--- config.mk ---
export PLATFORM = sky130hd
export DESIGN_NAME = hpack_huffman_decoder_core_flat
export DESIGN_NICKNAME = d
export VERILOG_FILES = /design/src/rtl/core/hpd_pkg.sv /design/src/rtl/core/hpd_if.sv /design/src/rtl/core/hpd_ram.sv /design/src/rtl/core/hpd_search.sv /design/src/rtl/core/hpack_huffman_decoder_core.sv /design/src/flat_wrapper.sv
export VERILOG_INCLUDE_DIRS = /design/src /design/src/rtl/core
export SDC_FILE = /design/constraint.sdc
export NUM_CORES = 1
export LEC_CHECK = 0
export ABC_AREA = 1
export BUFFER_PORTS_ARGS = -buffer_cell sky130_fd_sc_hd__buf_4
export CAP_MARGIN = 20
export CORE_MARGIN = 8
export CORE_UTILIZATION = 30
export DETAILED_ROUTE_END_ITERATION = 10
export SLEW_MARGIN = 40
export SYNTH_ARGS = -nofsm -noshare
export SYNTH_HDL_FRONTEND = slang
export SYNTH_SLANG_ARGS = --single-unit
export TNS_END_PERCENT = 5
--- constraint.sdc ---
create_clock -name clk_i -period 7.9 [get_ports clk_i]
set_clock_uncertainty 0.05 [all_clocks]
set_input_delay 0.79 -clock clk_i [delete_from_list [all_inputs] [get_ports clk_i]]
set_output_delay 0.79 -clock clk_i [all_outputs]
set_load 0.01 [all_outputs]
--- src/rtl/core/hpack_huffman_decoder_core_assert.svh ---
// Assertion macros used by the decoder core RTL.
`ifndef HPACK_HUFFMAN_DECODER_CORE_ASSERT_SVH
`define HPACK_HUFFMAN_DECODER_CORE_ASSERT_SVH

// Same-cycle implication, checked outside reset.
`define HPD_ASSERT_IMP(name, ante, cons, msg) \
  name: assert property (@(posedge clk_i) disable iff (!rst_ni) (ante) |-> (cons)) \
    else $error(msg);

// Next-cycle implication, checked outside reset.
`define HPD_ASSERT_NEXT(name, ante, cons, msg) \
  name: assert property (@(posedge clk_i) disable iff (!rst_ni) (ante) |=> (cons)) \
    else $error(msg);

`endif

--- src/rtl/core/hpd_pkg.sv ---
package hpd_pkg;

  localparam int MaxLen = 30;
  localparam int AccWidth = 37;

  // Result status codes.
  localparam logic [2:0] StsOk      = 3'd0;
  localparam logic [2:0] StsFull    = 3'd1;
  localparam logic [2:0] StsPad     = 3'd2;
  localparam logic [2:0] StsBadPad  = 3'd3;
  localparam logic [2:0] StsEmpty   = 3'd4;

  // Code length of every symbol of the fixed code.
  localparam logic [4:0] CodeLen [256] = '{
    5'd13, 5'd23, 5'd28, 5'd28, 5'd28, 5'd28, 5'd28, 5'd28,
    5'd28, 5'd24, 5'd30, 5'd28, 5'd28, 5'd30, 5'd28, 5'd28,
    5'd28, 5'd28, 5'd28, 5'd28, 5'd28, 5'd28, 5'd30, 5'd28,
    5'd28, 5'd28, 5'd28, 5'd28, 5'd28, 5'd28, 5'd28, 5'd28,
    5'd6, 5'd10, 5'd10, 5'd12, 5'd13, 5'd6, 5'd8, 5'd11,
    5'd10, 5'd10, 5'd8, 5'd11, 5'd8, 5'd6, 5'd6, 5'd6,
    5'd5, 5'd5, 5'd5, 5'd6, 5'd6, 5'd6, 5'd6, 5'd6,
    5'd6, 5'd6, 5'd7, 5'd8, 5'd15, 5'd6, 5'd12, 5'd10,
    5'd13, 5'd6, 5'd7, 5'd7, 5'd7, 5'd7, 5'd7, 5'd7,
    5'd7, 5'd7, 5'd7, 5'd7, 5'd7, 5'd7, 5'd7, 5'd7,
    5'd7, 5'd7, 5'd7, 5'd7, 5'd7, 5'd7, 5'd7, 5'd7,
    5'd8, 5'd7, 5'd8, 5'd13, 5'd19, 5'd13, 5'd14, 5'd6,
    5'd15, 5'd5, 5'd6, 5'd5, 5'd6, 5'd5, 5'd6, 5'd6,
    5'd6, 5'd5, 5'd7, 5'd7, 5'd6, 5'd6, 5'd6, 5'd5,
    5'd6, 5'd7, 5'd6, 5'd5, 5'd5, 5'd6, 5'd7, 5'd7,
    5'd7, 5'd7, 5'd7, 5'd15, 5'd11, 5'd14, 5'd13, 5'd28,
    5'd20, 5'd22, 5'd20, 5'd20, 5'd22, 5'd22, 5'd22, 5'd23,
    5'd22, 5'd23, 5'd23, 5'd23, 5'd23, 5'd23, 5'd24, 5'd23,
    5'd24, 5'd24, 5'd22, 5'd23, 5'd24, 5'd23, 5'd23, 5'd23,
    5'd23, 5'd21, 5'd22, 5'd23, 5'd22, 5'd23, 5'd23, 5'd24,
    5'd22, 5'd21, 5'd20, 5'd22, 5'd22, 5'd23, 5'd23, 5'd21,
    5'd23, 5'd22, 5'd22, 5'd24, 5'd21, 5'd22, 5'd23, 5'd23,
    5'd21, 5'd21, 5'd22, 5'd21, 5'd23, 5'd22, 5'd23, 5'd23,
    5'd20, 5'd22, 5'd22, 5'd22, 5'd23, 5'd22, 5'd22, 5'd23,
    5'd26, 5'd26, 5'd20, 5'd19, 5'd22, 5'd23, 5'd22, 5'd25,
    5'd26, 5'd26, 5'd26, 5'd27, 5'd27, 5'd26, 5'd24, 5'd25,
    5'd19, 5'd21, 5'd26, 5'd27, 5'd27, 5'd26, 5'd27, 5'd24,
    5'd21, 5'd21, 5'd26, 5'd26, 5'd28, 5'd27, 5'd27, 5'd27,
    5'd20, 5'd24, 5'd20, 5'd21, 5'd22, 5'd21, 5'd21, 5'd23,
    5'd22, 5'd22, 5'd25, 5'd25, 5'd24, 5'd24, 5'd26, 5'd23,
    5'd26, 5'd27, 5'd26, 5'd26, 5'd27, 5'd27, 5'd27, 5'd27,
    5'd27, 5'd28, 5'd27, 5'd27, 5'd27, 5'd27, 5'd27, 5'd26
  };

  typedef logic [31:0] word_tab_t [MaxLen+1];
  typedef logic [7:0] sym_tab_t [256];

  // Number of codes of each length.
  function automatic word_tab_t calc_count();
    word_tab_t res;
    int n;
    int s;
    for (n = 0; n <= MaxLen; n++) begin
      res[n] = '0;
    end
    for (s = 0; s < 256; s++) begin
      res[CodeLen[s]] = res[CodeLen[s]] + 32'd1;
    end
    return res;
  endfunction

  // First canonical code of each length.
  function automatic word_tab_t calc_first(word_tab_t cnt);
    word_tab_t res;
    logic [31:0] first;
    int n;
    first = '0;
    res[0] = '0;
    for (n = 1; n <= MaxLen; n++) begin
      res[n] = first;
      first = (first + cnt[n]) << 1;
    end
    return res;
  endfunction

  // Index of the first symbol of each length in the sorted table.
  function automatic word_tab_t calc_base(word_tab_t cnt);
    word_tab_t res;
    logic [31:0] acc;
    int n;
    acc = '0;
    for (n = 0; n <= MaxLen; n++) begin
      res[n] = acc;
      acc = acc + cnt[n];
    end
    return res;
  endfunction

  // Symbols ordered by code length, then by value.
  function automatic sym_tab_t calc_sorted();
    sym_tab_t res;
    int idx;
    int n;
    int s;
    idx = 0;
    for (n = 1; n <= MaxLen; n++) begin
      for (s = 0; s < 256; s++) begin
        if (int'(CodeLen[s]) == n) begin
          res[idx] = 8'(s);
          idx = idx + 1;
        end
      end
    end
    return res;
  endfunction

  localparam word_tab_t CodeCount = calc_count();
  localparam word_tab_t CodeFirst = calc_first(CodeCount);
  localparam word_tab_t CodeBase  = calc_base(CodeCount);
  localparam sym_tab_t  SymSorted = calc_sorted();

  // Per-string state held in the state memory.
  typedef struct packed {
    logic [AccWidth-1:0] acc;
    logic [5:0]          cnt;
    logic [15:0]         dec;
    logic [2:0]          err;
  } hpd_state_t;

  // Result of the code length search.
  typedef struct packed {
    logic       found;
    logic [4:0] len;
  } hpd_match_t;

endpackage

--- src/rtl/core/hpd_if.sv ---
// Input channel: one coded byte per beat.
interface hpd_in_if;
  logic       valid;
  logic       ready;
  logic [7:0] coded_byte;
  logic       last_byte;

  modport source (output valid, output coded_byte, output last_byte, input ready);
  modport sink (input valid, input coded_byte, input last_byte, output ready);
endinterface

// Output channel: one symbol or end result per beat.
interface hpd_out_if;
  logic        valid;
  logic        ready;
  logic [7:0]  symbol;
  logic        is_symbol;
  logic        end_of_string;
  logic [2:0]  status;
  logic [15:0] symbol_count;

  modport source (output valid, output symbol, output is_symbol, output end_of_string,
                  output status, output symbol_count, input ready);
  modport sink (input valid, input symbol, input is_symbol, input end_of_string,
                input status, input symbol_count, output ready);
endinterface

--- src/rtl/core/hpd_ram.sv ---
module hpd_ram #(
  parameter int Width = 8,
  parameter int Depth = 2
) (
  input  logic                                   clk_i,
  input  logic                                   we_i,
  input  logic [(Depth > 1 ? $clog2(Depth) : 1)-1:0] waddr_i,
  input  logic [Width-1:0]                       wdata_i,
  input  logic [(Depth > 1 ? $clog2(Depth) : 1)-1:0] raddr_i,
  output logic [Width-1:0]                       rdata_o
);

  logic [Width-1:0] mem_q [Depth];
  logic [Width-1:0] rdata_q;

  generate
    if (Depth > 1) begin : g_multi
      // Write port and registered read port.
      always_ff @(posedge clk_i) begin
        if (we_i) begin
          mem_q[waddr_i] <= wdata_i;
        end
        rdata_q <= mem_q[raddr_i];
      end
    end else begin : g_single
      // A single entry needs no address decode.
      always_ff @(posedge clk_i) begin
        if (we_i && (waddr_i == raddr_i || !we_i || we_i)) begin
          mem_q[0] <= wdata_i;
        end
        rdata_q <= mem_q[0];
      end
    end
  endgenerate

  assign rdata_o = rdata_q;

endmodule

--- src/rtl/core/hpd_search.sv ---
module hpd_search import hpd_pkg::*; (
  input  logic [AccWidth-1:0] acc_i,
  input  logic [5:0]          cnt_i,
  input  logic [4:0]          len_i,
  output hpd_match_t          match_o,
  output logic [7:0]          symbol_o
);

  logic [AccWidth-1:0] aligned;
  logic [MaxLen-1:0]   win;
  logic [MaxLen-1:0]   code_v;
  logic [31:0]         sym_idx;

  // Left-align the valid bits so that code prefixes start at the top.
  always_comb begin
    aligned = acc_i << (6'(AccWidth) - cnt_i);
    win     = aligned[AccWidth-1 -: MaxLen];
  end

  // Test every code length in parallel and keep the shortest hit.
  always_comb begin
    logic [MaxLen-1:0] v;
    logic [MaxLen-1:0] diff;
    match_o = '0;
    for (int n = MaxLen; n >= 1; n--) begin
      v    = win >> (MaxLen - n);
      diff = v - MaxLen'(CodeFirst[n]);
      if (6'(n) <= cnt_i && v >= MaxLen'(CodeFirst[n]) &&
          diff < MaxLen'(CodeCount[n])) begin
        match_o.found = 1'b1;
        match_o.len   = 5'(n);
      end
    end
  end

  // Map the code of the found length to its symbol.
  always_comb begin
    code_v   = win >> (5'(MaxLen) - len_i);
    sym_idx  = CodeBase[len_i] + {2'b00, code_v} - CodeFirst[len_i];
    symbol_o = SymSorted[sym_idx[7:0]];
  end

endmodule

--- src/rtl/core/hpack_huffman_decoder_core.sv ---
// HPACK Huffman string decoder for the fixed code of RFC 7541. Bytes of one coded
// string arrive on in_i, one per beat, with last_byte on the final byte; decoded
// octets leave on out_o as soon as each code completes, and the final byte adds an
// end beat with status and symbol count. Per-string state lives in a one-entry
// state memory with a registered read. A byte that completes no symbol passes
// through accept, memory read, length search, leftover check and write-back
// before the next input beat is taken; each symbol it completes adds a symbol
// lookup with output load and a new length search, and output stalls hold the
// load. A byte completes at most two symbols; a byte of a string that already
// holds an error goes from the memory read straight to write-back.
// output_capacity may only be written while no string byte is in flight.
`include "hpack_huffman_decoder_core_assert.svh"

module hpack_huffman_decoder_core import hpd_pkg::*; (
  input  logic        clk_i,
  input  logic        rst_ni,
  hpd_in_if.sink      in_i,
  hpd_out_if.source   out_o,
  input  logic        cfg_we_i,
  input  logic [15:0] cfg_wdata_i
);

  localparam logic [2:0] SIdle   = 3'd0;
  localparam logic [2:0] SLoad   = 3'd1;
  localparam logic [2:0] SSearch = 3'd2;
  localparam logic [2:0] SEmit   = 3'd3;
  localparam logic [2:0] SCheck  = 3'd4;
  localparam logic [2:0] SFinish = 3'd5;

  logic [2:0]          state_q, state_d;
  logic [7:0]          byte_q;
  logic                last_q;
  logic [AccWidth-1:0] acc_q, acc_d;
  logic [5:0]          cnt_q, cnt_d;
  logic [15:0]         dec_q, dec_d;
  logic [2:0]          err_q, err_d;
  logic [4:0]          len_q, len_d;
  logic [15:0]         cap_q;
  logic                mem_valid_q;

  logic                out_valid_q;
  logic [7:0]          out_sym_q;
  logic                out_is_sym_q;
  logic                out_eos_q;
  logic [2:0]          out_sts_q;
  logic [15:0]         out_cnt_q;

  logic                out_free;
  logic                out_load;
  logic [7:0]          load_sym;
  logic                load_is_sym;
  logic [2:0]          load_sts;
  logic [15:0]         load_cnt;

  hpd_state_t          ram_rdata;
  hpd_state_t          ram_wdata;
  hpd_state_t          rd_state;
  logic                ram_we;
  hpd_match_t          match;
  logic [7:0]          symbol;
  logic [2:0]          end_status;
  logic [6:0]          pad_mask;
  logic [AccWidth-1:0] keep_mask;

  // Per-string state memory.
  hpd_ram #(
    .Width($bits(hpd_state_t)),
    .Depth(1)
  ) u_state_ram (
    .clk_i  (clk_i),
    .we_i   (ram_we),
    .waddr_i(1'b0),
    .wdata_i(ram_wdata),
    .raddr_i(1'b0),
    .rdata_o(ram_rdata)
  );

  // Canonical code search and symbol lookup.
  hpd_search u_search (
    .acc_i   (acc_q),
    .cnt_i   (cnt_q),
    .len_i   (len_q),
    .match_o (match),
    .symbol_o(symbol)
  );

  assign in_i.ready = (state_q == SIdle);
  assign out_free   = !out_valid_q || out_o.ready;
  assign rd_state   = mem_valid_q ? ram_rdata : '0;

  // End-of-string status, first check that applies wins.
  always_comb begin
    pad_mask = 7'((8'd1 << cnt_q[2:0]) - 8'd1);
    if (err_q != StsOk) begin
      end_status = err_q;
    end else if (cnt_q > 6'd7) begin
      end_status = StsPad;
    end else if ((acc_q[6:0] & pad_mask) != pad_mask) begin
      end_status = StsBadPad;
    end else if (dec_q == 16'd0) begin
      end_status = StsEmpty;
    end else begin
      end_status = StsOk;
    end
  end

  // Sequencer: read state, decode symbols one at a time, write state back.
  always_comb begin
    state_d     = state_q;
    acc_d       = acc_q;
    cnt_d       = cnt_q;
    dec_d       = dec_q;
    err_d       = err_q;
    len_d       = len_q;
    ram_we      = 1'b0;
    ram_wdata   = '{acc: acc_q, cnt: cnt_q, dec: dec_q, err: err_q};
    out_load    = 1'b0;
    load_sym    = 8'd0;
    load_is_sym = 1'b0;
    load_sts    = StsOk;
    load_cnt    = 16'd0;
    keep_mask   = '0;
    case (state_q)
      SIdle: begin
        if (in_i.valid) begin
          state_d = SLoad;
        end
      end
      SLoad: begin
        acc_d = rd_state.acc;
        cnt_d = rd_state.cnt;
        dec_d = rd_state.dec;
        err_d = rd_state.err;
        if (rd_state.err == StsOk) begin
          acc_d   = {rd_state.acc[AccWidth-9:0], byte_q};
          cnt_d   = rd_state.cnt + 6'd8;
          state_d = SSearch;
        end else begin
          state_d = SFinish;
        end
      end
      SSearch: begin
        if (match.found) begin
          len_d   = match.len;
          state_d = SEmit;
        end else begin
          state_d = SCheck;
        end
      end
      SEmit: begin
        if (({1'b0, dec_q} + 17'd1) >= {1'b0, cap_q}) begin
          err_d   = StsFull;
          state_d = SFinish;
        end else if (out_free) begin
          dec_d       = dec_q + 16'd1;
          cnt_d       = cnt_q - {1'b0, len_q};
          keep_mask   = ~({AccWidth{1'b1}} << cnt_d);
          acc_d       = acc_q & keep_mask;
          out_load    = 1'b1;
          load_sym    = symbol;
          load_is_sym = 1'b1;
          state_d     = SSearch;
        end
      end
      SCheck: begin
        if (cnt_q >= 6'(MaxLen)) begin
          err_d = StsPad;
          acc_d = '0;
          cnt_d = 6'd0;
        end
        state_d = SFinish;
      end
      SFinish: begin
        if (!last_q) begin
          ram_we  = 1'b1;
          state_d = SIdle;
        end else if (out_free) begin
          ram_we    = 1'b1;
          ram_wdata = '0;
          out_load  = 1'b1;
          load_sts  = end_status;
          load_cnt  = dec_q;
          state_d   = SIdle;
        end
      end
      default: begin
        state_d = SIdle;
      end
    endcase
  end

  // Control registers.
  always_ff @(posedge clk_i or negedge rst_ni) begin
    if (!rst_ni) begin
      state_q     <= SIdle;
      cap_q       <= 16'd4096;
      mem_valid_q <= 1'b0;
      out_valid_q <= 1'b0;
    end else begin
      state_q <= state_d;
      if (cfg_we_i) begin
        cap_q <= cfg_wdata_i;
      end
      if (ram_we) begin
        mem_valid_q <= 1'b1;
      end
      if (out_load) begin
        out_valid_q <= 1'b1;
      end else if (out_o.ready) begin
        out_valid_q <= 1'b0;
      end
    end
  end

  // Working and output payload registers.
  always_ff @(posedge clk_i) begin
    if (in_i.valid && in_i.ready) begin
      byte_q <= in_i.coded_byte;
      last_q <= in_i.last_byte;
    end
    acc_q <= acc_d;
    cnt_q <= cnt_d;
    dec_q <= dec_d;
    err_q <= err_d;
    len_q <= len_d;
    if (out_load) begin
      out_sym_q    <= load_sym;
      out_is_sym_q <= load_is_sym;
      out_eos_q    <= !load_is_sym;
      out_sts_q    <= load_sts;
      out_cnt_q    <= load_cnt;
    end
  end

  assign out_o.valid         = out_valid_q;
  assign out_o.symbol        = out_sym_q;
  assign out_o.is_symbol     = out_is_sym_q;
  assign out_o.end_of_string = out_eos_q;
  assign out_o.status        = out_sts_q;
  assign out_o.symbol_count  = out_cnt_q;

  `HPD_ASSERT_IMP(a_search_cnt_range, state_q == SSearch, cnt_q <= 6'(AccWidth),
                  "bit count out of range during search")
  `HPD_ASSERT_NEXT(a_emit_shows_beat, state_q == SEmit && out_load, out_o.valid,
                   "emitted symbol not presented")
  `HPD_ASSERT_IMP(a_end_only_last, out_load && !load_is_sym, last_q,
                  "end result without last byte")
  `HPD_ASSERT_NEXT(a_finish_to_idle, state_q == SFinish && ram_we, state_q == SIdle,
                   "state write-back did not return to idle")

endmodule

--- src/flat_wrapper.sv ---
// flat-port wrapper written by rule: the top's interface ports become plain ports
module hpack_huffman_decoder_core_flat import hpd_pkg::*;
  (clk_i, rst_ni, cfg_we_i, cfg_wdata_i, in_i_valid, in_i_coded_byte, in_i_last_byte, in_i_ready, out_o_valid, out_o_symbol, out_o_is_symbol, out_o_end_of_string, out_o_status, out_o_symbol_count, out_o_ready);
  hpd_in_if in_i_i ();
  hpd_out_if out_o_i ();
  input  logic clk_i;
  input  logic rst_ni;
  input  logic cfg_we_i;
  input  logic [15:0] cfg_wdata_i;
  input wire logic [$bits(in_i_i.valid)-1:0] in_i_valid;
  input wire logic [$bits(in_i_i.coded_byte)-1:0] in_i_coded_byte;
  input wire logic [$bits(in_i_i.last_byte)-1:0] in_i_last_byte;
  output wire logic [$bits(in_i_i.ready)-1:0] in_i_ready;
  output wire logic [$bits(out_o_i.valid)-1:0] out_o_valid;
  output wire logic [$bits(out_o_i.symbol)-1:0] out_o_symbol;
  output wire logic [$bits(out_o_i.is_symbol)-1:0] out_o_is_symbol;
  output wire logic [$bits(out_o_i.end_of_string)-1:0] out_o_end_of_string;
  output wire logic [$bits(out_o_i.status)-1:0] out_o_status;
  output wire logic [$bits(out_o_i.symbol_count)-1:0] out_o_symbol_count;
  input wire logic [$bits(out_o_i.ready)-1:0] out_o_ready;
  assign in_i_i.valid = in_i_valid;
  assign in_i_i.coded_byte = in_i_coded_byte;
  assign in_i_i.last_byte = in_i_last_byte;
  assign in_i_ready = in_i_i.ready;
  assign out_o_valid = out_o_i.valid;
  assign out_o_symbol = out_o_i.symbol;
  assign out_o_is_symbol = out_o_i.is_symbol;
  assign out_o_end_of_string = out_o_i.end_of_string;
  assign out_o_status = out_o_i.status;
  assign out_o_symbol_count = out_o_i.symbol_count;
  assign out_o_i.ready = out_o_ready;
  hpack_huffman_decoder_core u_core (.clk_i(clk_i), .rst_ni(rst_ni), .in_i(in_i_i), .out_o(out_o_i), .cfg_we_i(cfg_we_i), .cfg_wdata_i(cfg_wdata_i));
endmodule
==> results of run 1 <==
-- placed cells by master, fill, tap and decap left out, drive strengths merged, types with 27 or more instances in the layout --
cell type and instances:
a21oi 110, buf 107, clkbuf 36, dfxtp 62
edfxtp 167, ha 92, inv 335, nand2 787
nand3 390, nand4 38, nor2 392, nor3 49
o211ai 31, o21ai 284, o22ai 27, xor2 40
-- routing by layer --
layer | vias up | GRT usage
met5 | - | 0
met4 | 0 | 0.0755
met3 | 216 | 0.0226
met2 | 1215 | 0.309
met1 | 10500 | 0.271
li1 | 10500 | -
-- critical path: cells and delay by family, from the launching register on --
kind / cells / cell delay [ns]
buf+inv: 7 / 1.73
flops: 1 / 0.60
simple gates: 9 / 1.26
compound gates: 9 / 1.91
fa+ha+maj: 3 / 1.12
-- through the flow --
step	utilization	std cells	worst slack [ns]	hold WS (ns)
finish	0.332	4094	0.927	0.0633
global route	0.332	4094	0.396	0.0705
CTS	0.332	4093	1.12	0.0486
detailed placement	0.321	4049	1.19	0.277
global placement	0.320	4049	1.29	0.273
floorplan	-	3139	1.80	0.273
-- final timing paths --
path	from	endpoint	slack, ns	cells after the start
max reg2reg	u_core.cnt_q[2]	u_core.out_o.symbol[1]	0.93	28
min reg2reg	u_core.u_state_ram.mem_q[0][23]	u_core.u_state_ram.rdata_o[23]	0.28	0
min in group clk_i	u_core.u_state_ram.mem_q[0][23]	u_core.u_state_ram.rdata_o[23]	0.28	0
min	rst_ni	u_core.cap_q[13]	0.06	1
max	u_core.cnt_q[2]	u_core.out_o.symbol[1]	0.93	28
max in group asynchronous	rst_ni	u_core.cap_q[12]	7.46	1
-- state kept, by name (all words and copies together), names as in the netlist, 6 cells and up --
register and cells:
u_core.dec_q 16, u_core.u_state_ram.rdata_o 62, u_core.cnt_q 6, u_core.u_state_ram.mem_q 62
u_core.out_o.symbol 8, u_core.acc_q 37, u_core.byte_q 8, u_core.cap_q 16
u_core.out_o.symbol_count 16
-- logic make-up (layout without fill, tap and decap cells) --
group,Yosys count,after routing,share of synthesized area
flip-flops,250,250,0.316
AND/OR/NAND/NOR,1691,1691,0.356
XOR/XNOR,43,43,0.0191
adder cells (fa/ha/maj),99,99,0.0602
multiplexers,6,6,0.00286
buffers and inverters,489,494,0.0934
AO/OA/AOI/OAI,561,561,0.153
-- layout make-up --
type	instances	share of cell area
Timing Repair Buffer	107	0.0347
Clock inverter	8	0.00408
Inverter	343	0.0547
Multi-Input combinational cell	2400	0.539
Sequential cell	250	0.287
Tap cell	950	0.0503
Clock buffer	36	0.0295
==> results.yml, run 1 <==
run_status:
  outcome: "complete, no violations"
timing:
  slew_headroom: 0.449
  finalCritPeriodShare: 0.883
  period_minus_slack_ns: 6.97
  report.final.slew_viol_count: 0
  tns_ns: 0
  rsz0062_at_grt: "no"
  hold_viol: 0
  fmax_ghz: 0.143
  setup_viol: 0
  worst_slew_pin_slew_ns: 0.825
global_route:
  grt_use_total: 0.195
  antenna_found_initial: 0
  grt_overflow: 0
  grt_max_degree: 64
  grt_first_pass_wirelength_um: 127000
  grt_pass1_vias: 21200
critical_path:
  cpPeakStageDelay_ns: 0.60
  cp_max_fo: 33
  critPathRequiredTime_ns: 8.14
  crit_top_cell: "inv_1"
  crit_path_top_delay_cell: "edfxtp_1"
  startpoint_type: "flip-flop"
  end_kind: "flip-flop"
  worstSetupPathType: "reg2reg"
  cp.arrival_ns: 7.21
clocking:
  postCtsResizedCells: 0
  max-clock-path-buffers: 3
  ctsRootBufferMaster: "clkbuf_16"
  cts_sinks: 250
  cts_setup_buffers: 0
  insertion_delay_ns: 0.57
  ctsHoldBuffers: 0
  clk_pin_slew_ns: 0.07
  htree_levels: 1
  cts_buffers: 24
  cts_tree: "done"
synth:
  synth.distinct_cells: 72
  synth_warnings: 0
  yosysMostFrequentCell: "nand2_1"
  synth_area_mm2: 0.0215
  synth_top_area_cell: "edfxtp_1"
  synth_seq_area_share: 0.316
  yosys-top-cells-count: "nand2_1, nand3_1, nor2_1"
  synth_edf_count: 167
  syn_nets: 3268
  syn_inst: 3139
  yosys-top-cells-area: "edfxtp_1, nand2_1, nand3_1, o21ai_0, nor2_1"
  synth_top_area_frac: 0.234
  post_synth.cell_area_avg_um2: 6.84
  async_reset_ff_frac: 0.0840
  synth_seq_cells: 250
  synth_ff_type: "edfxtp_1"
route:
  viasPerCell: 5.50
  dr.pass1.iters: 6
  dr.max_layer_used: "met4"
  drt-met1-wl_um: 36000
  routedWlPerCell_um: 20.2
  postRouteAntennaNets: 0
  drc: 0
  wl_um: 82800
  drtIter0Drc: 2812
  vias: 22500
  wl_met2_um: 36300
  wl_met3_um: 6930
cells_and_area:
  drive_gt1_frac: 0.101
  regArea_mm2: 0.00678
  syn2layout_area_growth_pct: 10.0
  final_area_mm2: 0.0236
  insertedDiodeCount: 0
  nFillCells: 7802
  nets: 3255
  multi_input_area_mm2: 0.0127
die:
  die_y_um: 283
  coreArea_mm2: 0.0711
  die_w_um: 283
  start_util: 0.302
  row_count: 98
  fp.dieArea_mm2: 0.0804
  io_pins: 61
placement:
  port_buffers: 60
  place.gp.congestion: 1.04
  placed_area_mm2: 0.0228
  post-dp-hpwl_um: 61800
job:
  cap_violations: 0
worst_hold_path:
  hp-class: "in2async"
Power of run 1 is left out: the tool's default activity adds up to more than one toggle a clock period on the data nets, which glitch-free logic cannot reach.
==> run 2: changes to the inputs <==
--- a/config.mk
+++ b/config.mk
@@ -11,9 +11,11 @@
 export CAP_MARGIN = 20
 export CORE_MARGIN = 8
 export CORE_UTILIZATION = 30
+export CTS_BUF_LIST = sky130_fd_sc_hd__clkbuf_8
 export DETAILED_ROUTE_END_ITERATION = 10
 export SLEW_MARGIN = 40
 export SYNTH_ARGS = -nofsm -noshare
 export SYNTH_HDL_FRONTEND = slang
+export SYNTH_HIERARCHICAL = 1
 export SYNTH_SLANG_ARGS = --single-unit
 export TNS_END_PERCENT = 5
==> results.yml, run 2 <==
clocking:
  insertion_delay_ns: 0.59
  cts_setup_buffers: 0
  clk_pin_slew_ns: 0.06
  max-clock-path-buffers: 3
  ctsRootBufferMaster: "clkbuf_8"
  cts_sinks: 250
  ctsHoldBuffers: 0
  postCtsResizedCells: 0
  cts_buffers: 42
  cts_tree: "done"
  htree_levels: 2
route:
  drtIter0Drc: 2227
  vias: 22500
  dr.pass1.iters: 6
  wl_um: 81600
  routedWlPerCell_um: 19.7
  drc: 0
  viasPerCell: 5.42
  postRouteAntennaNets: 0
critical_path:
  critPathRequiredTime_ns: 8.17
  crit_top_cell: "inv_1"
  cp_max_fo: 25
  worstRegToRegCells: 32
  end_kind: "flip-flop"
  cpPeakStageDelay_ns: 0.57
  startpoint_type: "flip-flop"
  crit_path_top_delay_cell: "edfxtp_1"
  cp.arrival_ns: 7.69
  worstSetupPathType: "reg2reg"
timing:
  hold_viol: 0
  setup_viol: 0
  slew_headroom: 0.476
  rsz0062_at_grt: "no"
  period_minus_slack_ns: 7.42
  report.final.slew_viol_count: 0
  holdWs_ns: 0.0463
  tns_ns: 0
  worst_slack_ns: 0.481
  finalCritPeriodShare: 0.939
  fmax_ghz: 0.135
  worst_slew_pin_slew_ns: 0.785
cells_and_area:
  nets: 3287
  final_area_mm2: 0.0236
  layout_commonest_cell: "nand2_1"
  layout_common_cells: "nand2_1, nand3_1, nor2_1"
  drive_gt1_frac: 0.102
  syn2layout_area_growth_pct: 10.6
  nFillCells: 7742
  insertedDiodeCount: 0
synth:
  post_synth.cell_area_avg_um2: 6.80
  syn_inst: 3141
  synth_warnings: 6
  syn_nets: 3266
  synth_area_mm2: 0.0214
die:
  die_y_um: 283
  die_w_um: 283
  row_count: 98
  coreArea_mm2: 0.0710
  io_pins: 61
  fp.dieArea_mm2: 0.0800
  start_util: 0.301
worst_hold_path:
  hp-class: "in2async"
global_route:
  grt_max_degree: 63
  antenna_found_initial: 0
  grt_first_pass_wirelength_um: 125000
  grt_overflow: 0
  grt_use_total: 0.193
  grt_pass1_vias: 20800
run_status:
  outcome: "complete, no violations"
placement:
  placed_area_mm2: 0.0229
  place_ws_ns: 0.670
  post-dp-hpwl_um: 60900
  port_buffers: 60
  place.gp.congestion: 1.01
job:
  cap_violations: 0
-- run 2: critical path, delay by kind of cell (launching register included) --
family | cells | cell delay (ns)
adder cells (fa/ha/maj) | 3 | 1.17
AND/OR/NAND/NOR | 12 | 1.85
flip-flops | 1 | 0.57
AO/OA/AOI/OAI | 7 | 1.44
buffers and inverters | 10 | 2.03
-- run 2: cell type report --
type | instances | area [µm²] | area share
clock buffer | 47 | 647 | 0.0274
inverter | 345 | 1300 | 0.0551
sequential | 250 | 6780 | 0.287
clock inverter | 30 | 145 | 0.00614
timing repair buffer | 121 | 908 | 0.0384
multi-input combinational | 2402 | 12700 | 0.536
tap | 950 | 1190 | 0.0503
-- run 2: per-layer routing --
layer,part of all wire,global-route usage,vias to the layer above
met5,0,0,-
met4,0.041,0.0752,0
met3,0.070,0.0223,212
met2,0.44,0.299,1047
met1,0.45,0.271,10600
li1,-,-,10700
-- run 2: final timing paths --
path / from / endpoint / slack (ns)
max in group asynchronous: rst_ni / u_core/cap_q[12] / 7.43
min in group clk_i: u_core/u_state_ram/mem_q[0][1] / u_core/u_state_ram/rdata_o[1] / 0.28
setup reg to reg: u_core/cnt_q[2] / u_core/out_o.symbol[3] / 0.48
setup / recovery: u_core/cnt_q[2] / u_core/out_o.symbol[3] / 0.48
hold / removal: rst_ni / u_core/cap_q[2] / 0.05
hold reg to reg: u_core/u_state_ram/mem_q[0][1] / u_core/u_state_ram/rdata_o[1] / 0.28
-- run 2: metrics by stage --
step	utilization	cells
6_report	0.333	4145
5_1_grt	0.333	4145
2_1_floorplan	-	3141
4_1_cts	0.333	4145
3_3_place_gp	0.322	4068
3_5_place_dp	0.322	4068
Power of run 2 is left out for the same reason.
